===== src/sv/wfvs_pkg.sv =====
`default_nettype none
package wfvs_pkg;
  localparam int MAX_WAYPOINTS = 256;
  localparam int JOINTS = 6;
  localparam int IDX_W = $clog2(MAX_WAYPOINTS + 1);
  localparam int ADDR_W = (MAX_WAYPOINTS > 1) ? $clog2(MAX_WAYPOINTS) : 1;
  localparam int JW = 3;

  typedef enum logic [1:0] {
    ST_CMD  = 2'd0,
    ST_DONE = 2'd1,
    ST_IDLE = 2'd2
  } status_t;

  localparam logic [1:0] REG_GOAL_START = 2'd0;
  localparam logic [1:0] REG_MAX_VEL = 2'd1;
  localparam logic [1:0] REG_TOL = 2'd2;
  localparam logic [1:0] REG_DEF_VEL = 2'd3;

  typedef enum logic [2:0] {
    S_IDLE, S_READ1, S_CHECK, S_READ2, S_DIFF, S_DIV, S_EMIT
  } state_t;
endpackage
`default_nettype wire


===== src/sv/wfvs_merge.sv =====
`default_nettype none
// Merging stage: all-arrived flag and the largest distance over the lanes.
module wfvs_merge (
  input  wire logic [wfvs_pkg::JOINTS-1:0] near,
  input  wire logic [wfvs_pkg::JOINTS-1:0][16:0] diff,
  output logic all_near,
  output logic [16:0] dmax
);
  import wfvs_pkg::*;

  always_comb begin
    all_near = &near;
    dmax = '0;
    for (int j = 0; j < JOINTS; j++) begin
      if (diff[j] > dmax) begin
        dmax = diff[j];
      end
    end
  end
endmodule
`default_nettype wire


===== config.mk =====
export PLATFORM = sky130hd
export DESIGN_NAME = wfvs_merge
export DESIGN_NICKNAME = d
export VERILOG_FILES = /design/src/sv/wfvs_pkg.sv /design/src/sv/wfvs_merge.sv
export SDC_FILE = /design/constraint.sdc
export NUM_CORES = 1
export LEC_CHECK = 0
export BUFFER_PORTS_ARGS = -buffer_cell sky130_fd_sc_hd__clkbuf_2
export CAP_MARGIN = 20
export CELL_PAD_IN_SITES_DETAIL_PLACEMENT = 1
export CELL_PAD_IN_SITES_GLOBAL_PLACEMENT = 1
export CORE_ASPECT_RATIO = 0.7
export CORE_UTILIZATION = 38
export DETAILED_ROUTE_END_ITERATION = 8
export GPL_ROUTABILITY_DRIVEN = 0
export PLACE_DENSITY = 0.84
export SLEW_MARGIN = 20
export SYNTH_ARGS = -nofsm -noshare
export SYNTH_HDL_FRONTEND = slang
export SYNTH_SLANG_ARGS = --single-unit

===== constraint.sdc =====
create_clock -name vclk -period 15.4
set_input_delay 2.31 -clock vclk [all_inputs]
set_output_delay 2.31 -clock vclk [all_outputs]
set_load 0.05 [all_outputs]

=== Word level (Yosys, flattened, before mapping) ===
Index checks and enable logic that the tools add are counted.

* Register bits after elaboration: 0
* Output and inout port bits: 18
* Logic and storage cells: 13

* Reduce and logical (&&, ||, !) cells: 1
* Multiplexer cells: 6
* Order comparisons: 6

{| class="wikitable"
|+ Operators with widths
! kind !! number
|-
| 17-bit 2-to-1 mux || 6
|-
| 17-bit greater-than comparator || 5
|-
| 17-bit by 1-bit greater-than comparator with 1-bit output (second input constant) || 1
|-
| 6-bit AND reduction || 1
|}

=== Depth between registers and ports, before layout ===
Gate-level depths: netlist of the first run.

* Depth after elaboration: 12
* Gate-level depth with buffers: 48
* Gate-level depth less buffers: 38

=== Least setup slack after synthesis of the first run ===
OpenSTA, ideal clock, no wires.

* Path kind: in2out
* Start point: in diff[16] (netlist name)
* End point: out dmax[10]
* Stages: 46
* Path slack: 0.906 ns
* Path buffers: 9
* Arrival: 12.184 ns
* Cells stage by stage: inv_1 -> ha_1 -> a21oi_2 -> o21ai_1 -> a2111o_1 -> or3_1 -> buf_6 -> buf_8 -> a32oi_2 -> ha_1 -> a21oi_1 -> nand2_1 -> a21o_1 -> o31ai_1 -> clkbuf_1 -> clkbuf_1 -> nand2_1 -> o21ai_0 -> (+10 left out) -> and4_1 -> o21ai_0 -> a21oi_1 -> nor3_1 -> o21a_1 -> clkbuf_1 -> clkbuf_1 -> nor3_1 -> a21o_1 -> ha_1 -> nor2b_1 -> o211a_1 -> o41ai_1 -> a31oi_1 -> o21ai_2 -> clkbuf_1 -> nor2_1 -> a211oi_1

* Longest elaborated chain between the ends: 12

{| class="wikitable"
|+ RTL lines
! item !! RTL line !! source
|-
| start: declaration || wfvs_merge.sv:5 || <nowiki>input wire logic [wfvs_pkg::JOINTS-1:0][16:0] diff,</nowiki>
|-
| 17-bit by 1-bit greater-than comparator with 1-bit output || wfvs_merge.sv:15 || <nowiki>if (diff[j] > dmax) begin</nowiki>
|-
| 17-bit 2-to-1 mux * || wfvs_merge.sv:15 ||
|-
| 17-bit greater-than comparator || wfvs_merge.sv:15 ||
|-
| 17-bit 2-to-1 mux * || wfvs_merge.sv:15 ||
|-
| 17-bit greater-than comparator || wfvs_merge.sv:15 ||
|-
| 17-bit 2-to-1 mux * || wfvs_merge.sv:15 ||
|-
| 17-bit greater-than comparator || wfvs_merge.sv:15 ||
|-
| 17-bit 2-to-1 mux * || wfvs_merge.sv:15 ||
|-
| 17-bit greater-than comparator || wfvs_merge.sv:15 ||
|-
| 17-bit 2-to-1 mux * || wfvs_merge.sv:15 ||
|-
| 17-bit greater-than comparator || wfvs_merge.sv:15 ||
|-
| 17-bit 2-to-1 mux * || wfvs_merge.sv:15 ||
|-
| end: declaration || wfvs_merge.sv:7 || <nowiki>output logic [16:0] dmax</nowiki>
|}

Every way passes the cells marked *; elsewhere a longest branch is shown, timed or not.

=== Worst setup path in the final report of the first run ===
Same ends and word-level chain as after synthesis.

==> results.tsv, run 1 <==
metric	value	unit
# setup viols final	0	
TritonRoute pass-1 iters	5	
Final Hold Fails	0	
Distinct cells, synth	60	
Final nets	809	
worst-margin pin slew	0.590	ns
Mapped Cells	498	
CP max stage delay	0.69	ns
count leader, synth	ha_1	
Seq cells	0	
synth warn	0	
P&R area growth vs syn	22.8	%
Worst path slowest cell	or3_2	
Final Max Tran Viols	0	
num rows	29	
initial drt markers	297	
vias	4594	
clkbuf count	0	
relative slew slack	60.7	%
Fill cells	1223	
# hold bufs at CTS	0	
die span in x	120	um
DR vias/cell	6.22	
Required @ worst endpoint	13.09	ns
Total GRT Usage	27.0	%
final wirelength	14500	um
pre-CTS setup slack	0.131	ns
max-cap violations	0	
area share of the largest cell type after synthesis	28.7	%
PortBufs	126	
Syn Nets	691	
starting density of the core	40.1	%
min Tclk post-route	14.93	ns
crit path from	diff[16]	
Mapped Avg Cell Area	7.45	um^2
largest fanout on the critical path	23	
ant diodes	0	
crit-path most repeated cell	ha_1	
fmax	67.0	MHz
maximum VDD drop	0.167	mV
largest net degree at the start of global routing	38	
CP endpoint	dmax[10]	
period utilisation layout	97.0	%
share of post-route cells with drive strength above 1	31.3	%
status	finished clean	
drc violations	0	
type of the worst min-delay path	in -> out	
synth cell count leaders	ha_1, nand2_1, nor3_1, nor2_1, o21ai_0	
total grt overflow	0	
Antenna Nets Post-Route	0	
CP Class	in -> out	
final worst setup slack	0.465	ns
crit end category	output pin	
WP data arrival	12.62	ns
Vert. Die Dim	84.7	um
cell taking the most area after synthesis	ha_1	
leading post-synthesis cells by cell area	ha_1, nor3_1, a211oi_1	
die area	10200	um^2
WL per Instance	19.6	um
core area	9250	um^2
hpwl dp	12000	um
initial antenna violation count	0	
P_leak	0.00236	uW
Min Hold Slack	5.01	ns
register area	0	um^2
vias in the first global route	4693	
Power Dens Cells	174	nW/um^2
first-pass GRT wire length	22700	um
critical path launch point type	input pin	
sequential element share of the synthesized area	0	%
IO Pins	126	
mapped cell area	3710	um^2
-- report_power, final --
group          total (uW)  switching [uW]  internal [uW]
Clock                   0               0              0
Combinational         794             525            270
Sequential              0               0              0
-- kinds of logic after synthesis --
family,Yosys count,synth area share (%)
compound gates,173,38.2
fa+ha+maj,85,28.7
simple gates,182,25.7
mux,1,0.303
buf+inv,57,7.11
-- per-stage QoR --
| step | TNS, ns | utilization (%) | power [uW] | cell area [um^2] | cells |
|---|---|---|---|---|---|
| detailed placement | 0 | 47.9 | 763 | 4430 | 728 |
| CTS | 0 | 47.9 | 766 | 4430 | 728 |
| global placement | 0 | 47.9 | 728 | 4430 | 728 |
| global route | -0.810 | 49.2 | 857 | 4560 | 738 |
| finish | 0 | 49.2 | 794 | 4560 | 738 |
| floorplan | 0 | - | 572 | 3710 | 498 |
-- worst max-delay path, delay by kind of cell --
kind / cells / cell delay [ns]
buffers and inverters: 6 / 1.19
multiplexers: 1 / 0.35
AND/OR/NAND/NOR: 11 / 3.06
AO/OA/AOI/OAI: 18 / 4.37
adder cells (fa/ha/maj): 5 / 1.35
-- area by class of cell --
type | instances | area, um^2 | area share, %
inverters | 25 | 93.8 | 2.06
multi-input cells | 442 | 3490 | 76.5
well taps | 124 | 155 | 3.41
repair buffers | 147 | 821 | 18.0
-- routing by layer --
layer	part of all wire, %	wire (um)	global-route usage, %
met2	48	7030	49.6
met1	45	6460	35.3
met4	1.9	276	3.18
met5	0	0	0
met3	5.0	729	1.90
-- cell usage in the layout, fill, tap and decap left out, types with 17 or more instances in the layout --
master	instances
a21o_1	22
nand2_1	38
clkbuf_2	126
ha_1	85
inv_1	25
nor4_1	17
a21oi_1	27
a211oi_1	22
o21ai_0	30
nor2_1	31
and3_1	20
nor3_1	34
buf_4	18
-- worst min path at each step --
stage | from | end | cells past startpoint
2_1_floorplan | near[1] | all_near | 2
3_3_place_gp | near[1] | all_near | 4
3_5_place_dp | near[0] | all_near | 4
4_1_cts | near[0] | all_near | 4
5_1_grt | near[0] | all_near | 4
6_report | near[0] | all_near | 4
-- timing repair --
action / 4_1_cts / 5_1_grt
gates resized for setup: 0 / 3
buffers inserted: 0 / 8
setup endpoints to repair: 0 / 17
(Power assumes the default switching activity.)
==> inputs of run 2 (changes only) <==
RECOVER_POWER = 25   (was default)
REMOVE_ABC_BUFFERS = 1   (was default)
SKIP_LAST_GASP = 1   (was default)
==> results.tsv, run 2 (same netlist as run 1, synthesis figures left out) <==
metric	value	unit
status	finished clean	
final wirelength	14200	um
CP max stage delay	0.68	ns
total power	787	uW
maximum VDD drop	0.132	mV
DR vias/cell	6.25	
Worst path slowest cell	or3_2	
post-route cell area	4510	um^2
Placement Cell Area	4420	um^2
hpwl dp	11900	um
commonest non-fill, non-tap cell in the layout	clkbuf_2	
min Tclk post-route	14.87	ns
core area	9250	um^2
initial antenna violation count	0	
Final nets	802	
IO Pins	126	
crit-path most repeated cell	ha_1	
fmax	67.3	MHz
num rows	29	
Vert. Die Dim	84.7	um
CP Class	in -> out	
drc violations	0	
period utilisation layout	96.5	%
initial drt markers	265	
Seq cells	0	
ant diodes	0	
Final Max Tran Viols	0	
Power Dens Cells	174	nW/um^2
PortBufs	126	
final core utilization	48.7	%
P_leak	0.00232	uW
die span in x	120	um
most frequent cells in the layout	clkbuf_2, ha_1, nand2_1	
first-pass GRT wire length	23100	um
# setup viols final	0	
critical path launch point type	input pin	
clkbuf count	0	
WL per Instance	19.5	um
crit end category	output pin	
die area	10200	um^2
largest fanout on the critical path	27	
relative slew slack	51.4	%
vias	4569	
register area	0	um^2
max-cap violations	0	
starting density of the core	40.1	%
TritonRoute pass-1 iters	5	
WP data arrival	12.56	ns
vias in the first global route	4704	
largest net degree at the start of global routing	38	
Total GRT Usage	27.3	%
Antenna Nets Post-Route	0	
P&R area growth vs syn	21.5	%
share of post-route cells with drive strength above 1	30.6	%
Final Hold Fails	0	
worst-margin pin slew	0.724	ns
type of the worst min-delay path	in -> out	
Required @ worst endpoint	13.09	ns
total grt overflow	0	
run 2: report_power, final:
| part | switching (uW) | internal, uW |
|---|---|---|
| Combinational | 521 | 266 |
| Sequential | 0 | 0 |
| Clock | 0 | 0 |
run 2: per-layer routing:
| layer | global-route usage [%] | up-vias | wire length (um) |
|---|---|---|---|
| met2 | 46.7 | 168 | 6450 |
| met4 | 3.52 | 0 | 164 |
| met5 | 0 | - | 0 |
| met3 | 1.56 | 23 | 874 |
| met1 | 38.4 | 2209 | 6750 |
| li1 | - | 2169 | - |
run 2: final timing paths:
check / start / endpoint / slack [ns] / depth (start not counted)
min: near[1] / all_near / 5.07 / 4
max: diff[16] / dmax[4] / 0.53 / 41
run 2: final cells by class:
type / instances / area [um^2]
timing repair buffer: 140 / 772
inverter: 25 / 93.8
multi-input combinational: 442 / 3490
fill: 1235 / 4740
tap: 124 / 155
run 2: repair_timing:
action / CTS / global route
gates resized for setup: 1 / 4
setup endpoints to repair: 3 / 17
setup buffers: 0 / 5
pin swaps: 0 / 2
cloned: 0 / 1
hold buffers: 0 / 0
run 2: per-stage QoR:
stage | TNS (ns) | instances | hold slack (ns) | worst slack [ns]
floorplan | -20.41 | 466 | 4.84 | -1.41
global placement | 0 | 725 | 5.00 | 0.475
detailed placement | -0.00478 | 725 | 5.02 | -0.00478
CTS | 0 | 725 | 5.02 | 0.109
global route | -0.0102 | 731 | 5.09 | -0.0102
finish | 0 | 731 | 5.07 | 0.533
run 2: worst max-delay path: cells and delay by family:
| family | cells | cell delay [ns] |
|---|---|---|
| simple gates | 10 | 3.09 |
| fa+ha+maj | 5 | 1.49 |
| buf+inv | 6 | 1.26 |
| compound gates | 20 | 4.40 |
