File: config.mk
export PLATFORM = sky130hd
export DESIGN_NAME = wfvs_lane
export DESIGN_NICKNAME = d
export VERILOG_FILES = /design/src/sv/wfvs_pkg.sv /design/src/sv/wfvs_lane.sv
export SDC_FILE = /design/constraint.sdc
export NUM_CORES = 2
export LEC_CHECK = 0
export ABC_CLOCK_PERIOD_IN_PS = 9800
export BUFFER_PORTS_ARGS = -buffer_cell sky130_fd_sc_hd__buf_4
export CAP_MARGIN = 15
export CORE_MARGIN = 1
export CORE_UTILIZATION = 30
export DETAILED_ROUTE_END_ITERATION = 8
export GPL_TIMING_DRIVEN = 0
export MAX_ROUTING_LAYER = met4
export PLACE_DENSITY = 0.45
export SYNTH_ARGS = -nofsm -noshare
export SYNTH_HDL_FRONTEND = slang
export SYNTH_SLANG_ARGS = --single-unit
File: constraint.sdc
create_clock -name clk -period 9.8 [get_ports clk]
set_input_delay 1.47 -clock clk [delete_from_list [all_inputs] [get_ports clk]]
set_output_delay 1.47 -clock clk [all_outputs]
set_load 0.02 [all_outputs]
File: src/sv/wfvs_pkg.sv
`default_nettype none
package wfvs_pkg;
  localparam int MAX_WAYPOINTS = 256;
  localparam int JOINTS = 6;
  localparam int IDX_W = $clog2(MAX_WAYPOINTS + 1);
  localparam int ADDR_W = (MAX_WAYPOINTS > 1) ? $clog2(MAX_WAYPOINTS) : 1;
  localparam int JW = 3;

  typedef enum logic [1:0] {
    ST_CMD  = 2'd0,
    ST_DONE = 2'd1,
    ST_IDLE = 2'd2
  } status_t;

  localparam logic [1:0] REG_GOAL_START = 2'd0;
  localparam logic [1:0] REG_MAX_VEL = 2'd1;
  localparam logic [1:0] REG_TOL = 2'd2;
  localparam logic [1:0] REG_DEF_VEL = 2'd3;

  typedef enum logic [2:0] {
    S_IDLE, S_READ1, S_CHECK, S_READ2, S_DIFF, S_DIV, S_EMIT
  } state_t;
endpackage
`default_nettype wire

File: src/sv/wfvs_lane.sv
`default_nettype none
// One joint lane: holds a column of the waypoint table, finds the distance to
// the measured position, and divides |diff|*max_velocity by the largest
// distance one quotient bit per cycle.
module wfvs_lane (
  input  wire logic clk,
  input  wire logic wr_en,
  input  wire logic [wfvs_pkg::ADDR_W-1:0] addr,
  input  wire logic signed [15:0] wr_data,
  input  wire logic signed [15:0] meas,
  input  wire logic [15:0] tol,
  input  wire logic [15:0] max_vel,
  input  wire logic div_start,
  input  wire logic div_run,
  input  wire logic [16:0] divisor,
  output logic signed [15:0] tgt,
  output logic [16:0] diff,
  output logic near,
  output logic [15:0] quot
);
  import wfvs_pkg::*;

  logic signed [15:0] mem [MAX_WAYPOINTS];
  logic [32:0] dividend;
  logic [33:0] rem;
  logic [32:0] q;
  logic [33:0] rem_shift;
  logic signed [16:0] d;

  // Column memory with registered read.
  always_ff @(posedge clk) begin
    if (wr_en) begin
      mem[addr] <= wr_data;
    end
    tgt <= mem[addr];
  end

  // Absolute difference and arrival check.
  always_comb begin
    d = 17'(tgt) - 17'(meas);
    diff = d[16] ? 17'(-d) : 17'(d);
    near = (diff <= {1'b0, tol});
  end

  assign rem_shift = {rem[32:0], dividend[32]};

  // Restoring division: 33 quotient bits, one per cycle. The quotient holds
  // once the steps are done so the words can read it.
  always_ff @(posedge clk) begin
    if (div_start) begin
      dividend <= 33'(diff) * 33'(max_vel);
      rem <= '0;
      q <= '0;
    end else if (div_run) begin
      dividend <= {dividend[31:0], 1'b0};
      if (rem_shift >= {17'd0, divisor}) begin
        rem <= rem_shift - {17'd0, divisor};
        q <= {q[31:0], 1'b1};
      end else begin
        rem <= rem_shift;
        q <= {q[31:0], 1'b0};
      end
    end
  end

  assign quot = q[15:0];
endmodule
`default_nettype wire

**Yosys cells after proc, flatten, opt, wreduce, memory -nomap -nowiden**

Memories as Yosys holds them, arrays and structs flattened. A register that Yosys moved wholly into a read port is not among the register bits.
Index checks and enable logic that the tools add are counted.

- Muxes and demuxes: 7
- Reduce and logical (&&, ||, !) cells: 1
- Multiply operators: 1
- Add/sub/neg operators: 3
- $lt $le $gt $ge: 2

Operators with widths:

| kind | count |
|---|---|
| two-way mux 33 bit | 3 |
| >= comparator 34 x 17 -> 1 bit | 1 |
| multiplier 17 x 16 -> 33 bit | 1 |
| subtractor 33 x 17 -> 33 bit | 1 |
| <= comparator 17 x 16 -> 1 bit | 1 |
| two-way mux 17 bit | 1 |
| negation 17 bit | 1 |
| subtractor 16 x 16 -> 17 bit | 1 |
| two-way mux 1 bit | 3 |
| nonzero test 2 bit | 1 |

- RAM bits: 4,096
- Memories kept: 1
- Input bits: 93
- Bits in registers: 82
- Output and inout bits: 50
- Word-level logic and storage cells: 18

Memory list:

| memory | words | width | read ports | clocked after Yosys merged registers in | write ports | RTL line | RTL |
|---|---|---|---|---|---|---|---|
| mem | 256 | 16 | 1 | 1 | 1 | wfvs_lane.sv:23 | `logic signed [15:0] mem [MAX_WAYPOINTS];` |

**Depth between registers and ports, before layout**

- Word-level depth: 5
- Mapped depth: 34

**Worst setup path before layout**

No wires, ideal clock.

- Path type: input -> register
- Start point: input meas[0]
- End point: register dividend[32], data pin
- Stages on the path: 30
- Library setup time: 271 ps
- Path slack: 424 ps
- Data required time: 9,529 ps
- Arrival time: 9,105 ps
- Path buffers: 2
- Cells stage by stage: ha_1 -> fa_1 -> nand2b_1 -> a21oi_1 -> o22ai_1 -> a211oi_1 -> nor4_2 -> a211oi_1 -> xor2_1 -> buf_2 -> nand2_1 -> fa_1 -> fa_1 -> inv_1 -> fa_1 -> fa_1 -> fa_1 -> inv_1 -> fa_1 -> inv_1 -> ha_1 -> and3_1 -> clkbuf_1 -> a221o_1 -> a41oi_1 -> and2_1 -> a311oi_1 -> a221oi_1 -> xnor2_1 -> a21oi_1

- Cells in the longest elaborated chain, start to end: 5

Ends and longest elaborated chain:

| what | RTL line | RTL |
|---|---|---|
| start, declared | wfvs_lane.sv:10 | `input wire logic signed [15:0] meas,` |
| subtractor 16 x 16 -> 17 bit (*) | wfvs_lane.sv:40 | `d = 17'(tgt) - 17'(meas);` |
| negation 17 bit | wfvs_lane.sv:41 | `diff = d[16] ? 17'(-d) : 17'(d);` |
| two-way mux 17 bit (*) | wfvs_lane.sv:41 |  |
| net diff[10] | wfvs_lane.sv:17 | `output logic [16:0] diff,` |
| multiplier 17 x 16 -> 33 bit (*) | wfvs_lane.sv:51 | `dividend <= 33'(diff) * 33'(max_vel);` |
| two-way mux 33 bit (*) | wfvs_lane.sv:50 | `if (div_start) begin` |
| end signal, assigned | wfvs_lane.sv:51 |  |
| end signal, assigned | wfvs_lane.sv:55 | `dividend <= {dividend[31:0], 1'b0};` |
| end, declared | wfvs_lane.sv:24 | `logic [32:0] dividend;` |

Mark *: on every way through the listed nets, which the timed path passes. The rest lies on a longest branch.
A chain may end at the register's enable or synchronous reset.

**Worst setup path in the final report**

- Start point: input meas[0]
- End point: register dividend[32], data pin

- Cells in the longest elaborated chain, start to end: 5

Ends and longest elaborated chain:

| what | RTL line |
|---|---|
| subtractor 16 x 16 -> 17 bit (*) | wfvs_lane.sv:40 |
| negation 17 bit | wfvs_lane.sv:41 |
| two-way mux 17 bit (*) | wfvs_lane.sv:41 |
| multiplier 17 x 16 -> 33 bit (*) | wfvs_lane.sv:51 |
| two-way mux 33 bit (*) | wfvs_lane.sv:50 |

Mark *: on every way between the ends. The rest lies on a longest branch, timed or not.

==> impl_metrics.yaml <==
die:
  core_region_area_um2: 574000
  row_count: 278
  initial_core_util_pct: 30.2
  die_x_um: 762
  fp.dieArea_um2: 580000
  num_io_pins: 143
  die_height_um: 762
cts:
  cts.sinks: 4194
  clk_transition_reported_paths_ns: 0.06
  clk_latency_ns: 1.08
  clockBufferDepth: 4
  tritoncts.num_buffers: 439
  cts_tree: "built"
  cts_max_level: 5
  root_buf_cell: "clkbuf_16"
run_status:
  run_status: "completed"
routing:
  detail_route.drc_violations: 0
  final_antenna_net_count: 0
  detail_route.vias_per_cell: 5.74
  drt-pass1-iter-count: 8
  via_count: 98500
  wire_per_inst_um: 44.5
  drt_iter0_drc: 16900
  totalWireLength_um: 763000
synthesis:
  post_synthesis_share_of_cell_area_spent_on_xor_and_xnor_gates_pct: 0.339
  number_of_enable_flip_flop_cells_after_synthesis: 4129
  yosysTopAreaCellShare_pct: 71.6
  synth-seq-cells: 4194
  commonest_register_cell_after_synthesis: "edfxtp_1"
  sequential_share_of_the_synthesized_area_pct: 72.3
  synth_top_family_by_area: "multiplexers"
  synth_nets: 8648
  post_synth_fa_ha_maj_area_fraction_pct: 3.55
  async_flop_share_pct: 0
  synth_cell_types: 91
  synth.mux.area_fraction_pct: 17.3
  yosys.area_share.simple_pct: 2.62
  mapped_area_um2: 173000
  syn_area_per_cell_um2: 21.1
  cell_type_with_the_highest_aggregate_area_in_the_netlist: "edfxtp_1"
  synth_compound_area_share_pct: 1.98
  syn-instance-count: 8190
  yosys_warnings: 0
  yosys-top-cells-area: "edfxtp_1, mux4_2, fa_1, ha_1, nor2_1"
global_route:
  grt_util_all_layers_pct: 26.5
  gr-total-overflow: 0
  grt_antenna_before_repair: 119
  grt_pass1_vias: 93900
  grt_start_max_net_pins: 155
  wire_length_of_the_first_global_routing_pass_um: 971000
cells_and_area:
  fillers: 52700
  finalNetCount: 9556
  area_growth_pct: 19.5
  final_layout_size_suffix_gt1_share_pct: 32.0
timing:
  setup-violations-final: 0
  achievable-frequency_ghz: 0.105
  final_ws_setup_ns: 0.271
  timing.max_slew.rel_slack_pct: 2.05
  fin_skew_ns: 0.105
  report.final.hold_viol_count: 0
  tns_ns: 0
  maxSlewViolCount: 0
  final.min_clock_period_ns: 9.53
  part_of_the_cycle_the_worst_path_needs_pct: 97.2
  worst-slew-pin-transition_ns: 1.47
  fin_hold_ws_ns: 0.487
critical_path:
  timing.critical_path.slowest_cell_delay_ns: 0.61
  required_ns: 10.56
  crit_type: "in -> reg"
  library_cell_contributing_the_largest_single_delay_on_the_critical_path: "fa_1"
  worstSetupEndpointType: "register"
  path_common_cell: "fa_1"
  crit_fanout: 10
  timing.critical_path.arrival_ns: 10.29
  crit_path_start_kind: "primary input"
job:
  number_of_maximum_capacitance_violations: 0
power:
  power.density_nw_per_um2: 357
  vdd.ir_drop.worst_uv: 1580
  lkg_pwr_uw: 0.0658
place:
  gp_routability_congestion: 0.977
  place.detailed.hpwl_um: 528000
  post-place-ws_ns: -1.88
  numPortBuffers: 133
worst_hold_path:
  min_path_type: "reg -> reg"
cells in the mapped netlist, types with 37 or more instances:
library cell / instances
xnor2_1: 50
inv_1: 297
dfxtp_1: 65
nor2b_1: 37
mux4_2: 1305
and2_1: 84
buf_2: 138
buf_1: 43
ha_1: 155
clkbuf_1: 254
nor3_1: 42
nand2_1: 204
edfxtp_1: 4129
nor2_1: 402
a21oi_1: 75
nand3_1: 100
fa_1: 210
per-stage QoR:
stage / utilization (%) / power, uW / area, um^2 / cells
after floorplan: - / 45700 / 173000 / 8190
after global placement: 32.0 / 57000 / 184000 / 15900
after detailed placement: 33.5 / 57200 / 192000 / 16200
after CTS: 35.9 / 73600 / 206000 / 17000
after global routing: 36.0 / 77300 / 207000 / 17100
final: 36.0 / 73800 / 207000 / 17100
sequential cells by signal (all words and copies together) (netlist names):
| register | cells |
|---|---|
| rem | 33 |
| tgt | 16 |
| q | 16 |
| mem | 4096 |
| dividend | 33 |
placed cells by master, fill, tap and decap left out, types with 29 or more instances in the layout:
| cell | n |
|---|---|
| a211oi_1 | 30 |
| a21oi_1 | 73 |
| and2_1 | 84 |
| buf_12 | 150 |
| buf_16 | 105 |
| buf_2 | 167 |
| buf_4 | 170 |
| buf_8 | 72 |
| bufinv_16 | 31 |
| clkbuf_1 | 233 |
| clkbuf_16 | 441 |
| clkbuf_2 | 124 |
| clkinv_1 | 120 |
| clkinv_2 | 63 |
| dfxtp_1 | 65 |
| diode_2 | 131 |
| edfxtp_1 | 4129 |
| fa_1 | 209 |
| ha_1 | 155 |
| inv_1 | 297 |
| mux4_2 | 1305 |
| nand2_1 | 204 |
| nand3_1 | 97 |
| nor2_1 | 145 |
| nor2_2 | 67 |
| nor2_4 | 190 |
| nor2b_1 | 37 |
| nor3_1 | 40 |
| o211ai_1 | 31 |
| o21ai_0 | 29 |
| xnor2_1 | 45 |
final timing paths:
check,from,end,slack (ns),cells after the start
max reg2reg,tgt[12]$_DFF_P_,dividend[32]$_DFFE_PP_,0.45,29
max,meas[0],dividend[32]$_DFFE_PP_,0.27,31
min reg2reg,dividend[2]$_DFFE_PP_,dividend[3]$_DFFE_PP_,0.49,1
min,dividend[2]$_DFFE_PP_,dividend[3]$_DFFE_PP_,0.49,1
repair_timing:
action,CTS,global route
buffers inserted,3,13
gates cloned,0,0
hold buffers,0,0
gates resized for setup,20,45
setup endpoints to repair,18,15
pin swaps,2,8
hold endpoints to repair,0,0
routing by layer:
metal	vias up	track usage (%)	wire, um
met5	-	-	0
met4	0	12.7	42600
met3	1263	8.58	86700
met2	6490	38.1	335000
met1	54900	33.8	298000
li1	35900	-	-
cell type report:
cell class	instances	area, um^2	share of cell area, %
Antenna cell	131	328	0.158
Buffer	465	2300	1.11
Clock buffer	552	11500	5.55
Clock inverter	249	2330	1.13
Inverter	299	1120	0.542
Multi-Input combinational cell	3226	46500	22.5
Sequential cell	4194	125000	60.6
Tap cell	7560	9460	4.57
Timing Repair Buffer	473	8080	3.90
power breakdown:
group          leakage [uW]  internal [uW]  switching, uW
Clock               0.00670           9110           7380
Sequential           0.0377          20400           64.6
Combinational        0.0214          14400          22500
Total                0.0658          43900          29900
critical path, delay by kind of cell:
| family | cells | cell delay, ns |
|---|---|---|
| fa+ha+maj | 9 | 4.17 |
| xor+xnor | 1 | 0.20 |
| buf+inv | 6 | 0.80 |
| compound gates | 11 | 2.61 |
| simple gates | 4 | 1.04 |
kinds of logic (layout without fill, tap and decap cells):
logic type,after synthesis,in the layout
flip-flops,4194,4194
multiplexers,1358,1358
AND/OR/NAND/NOR,977,977
buffers and inverters,770,2038
AO/OA/AOI/OAI,459,459
adder cells (fa/ha/maj),365,365
XOR/XNOR,67,67
other,0,131
Note: power is estimated with default switching activity, not from simulation.
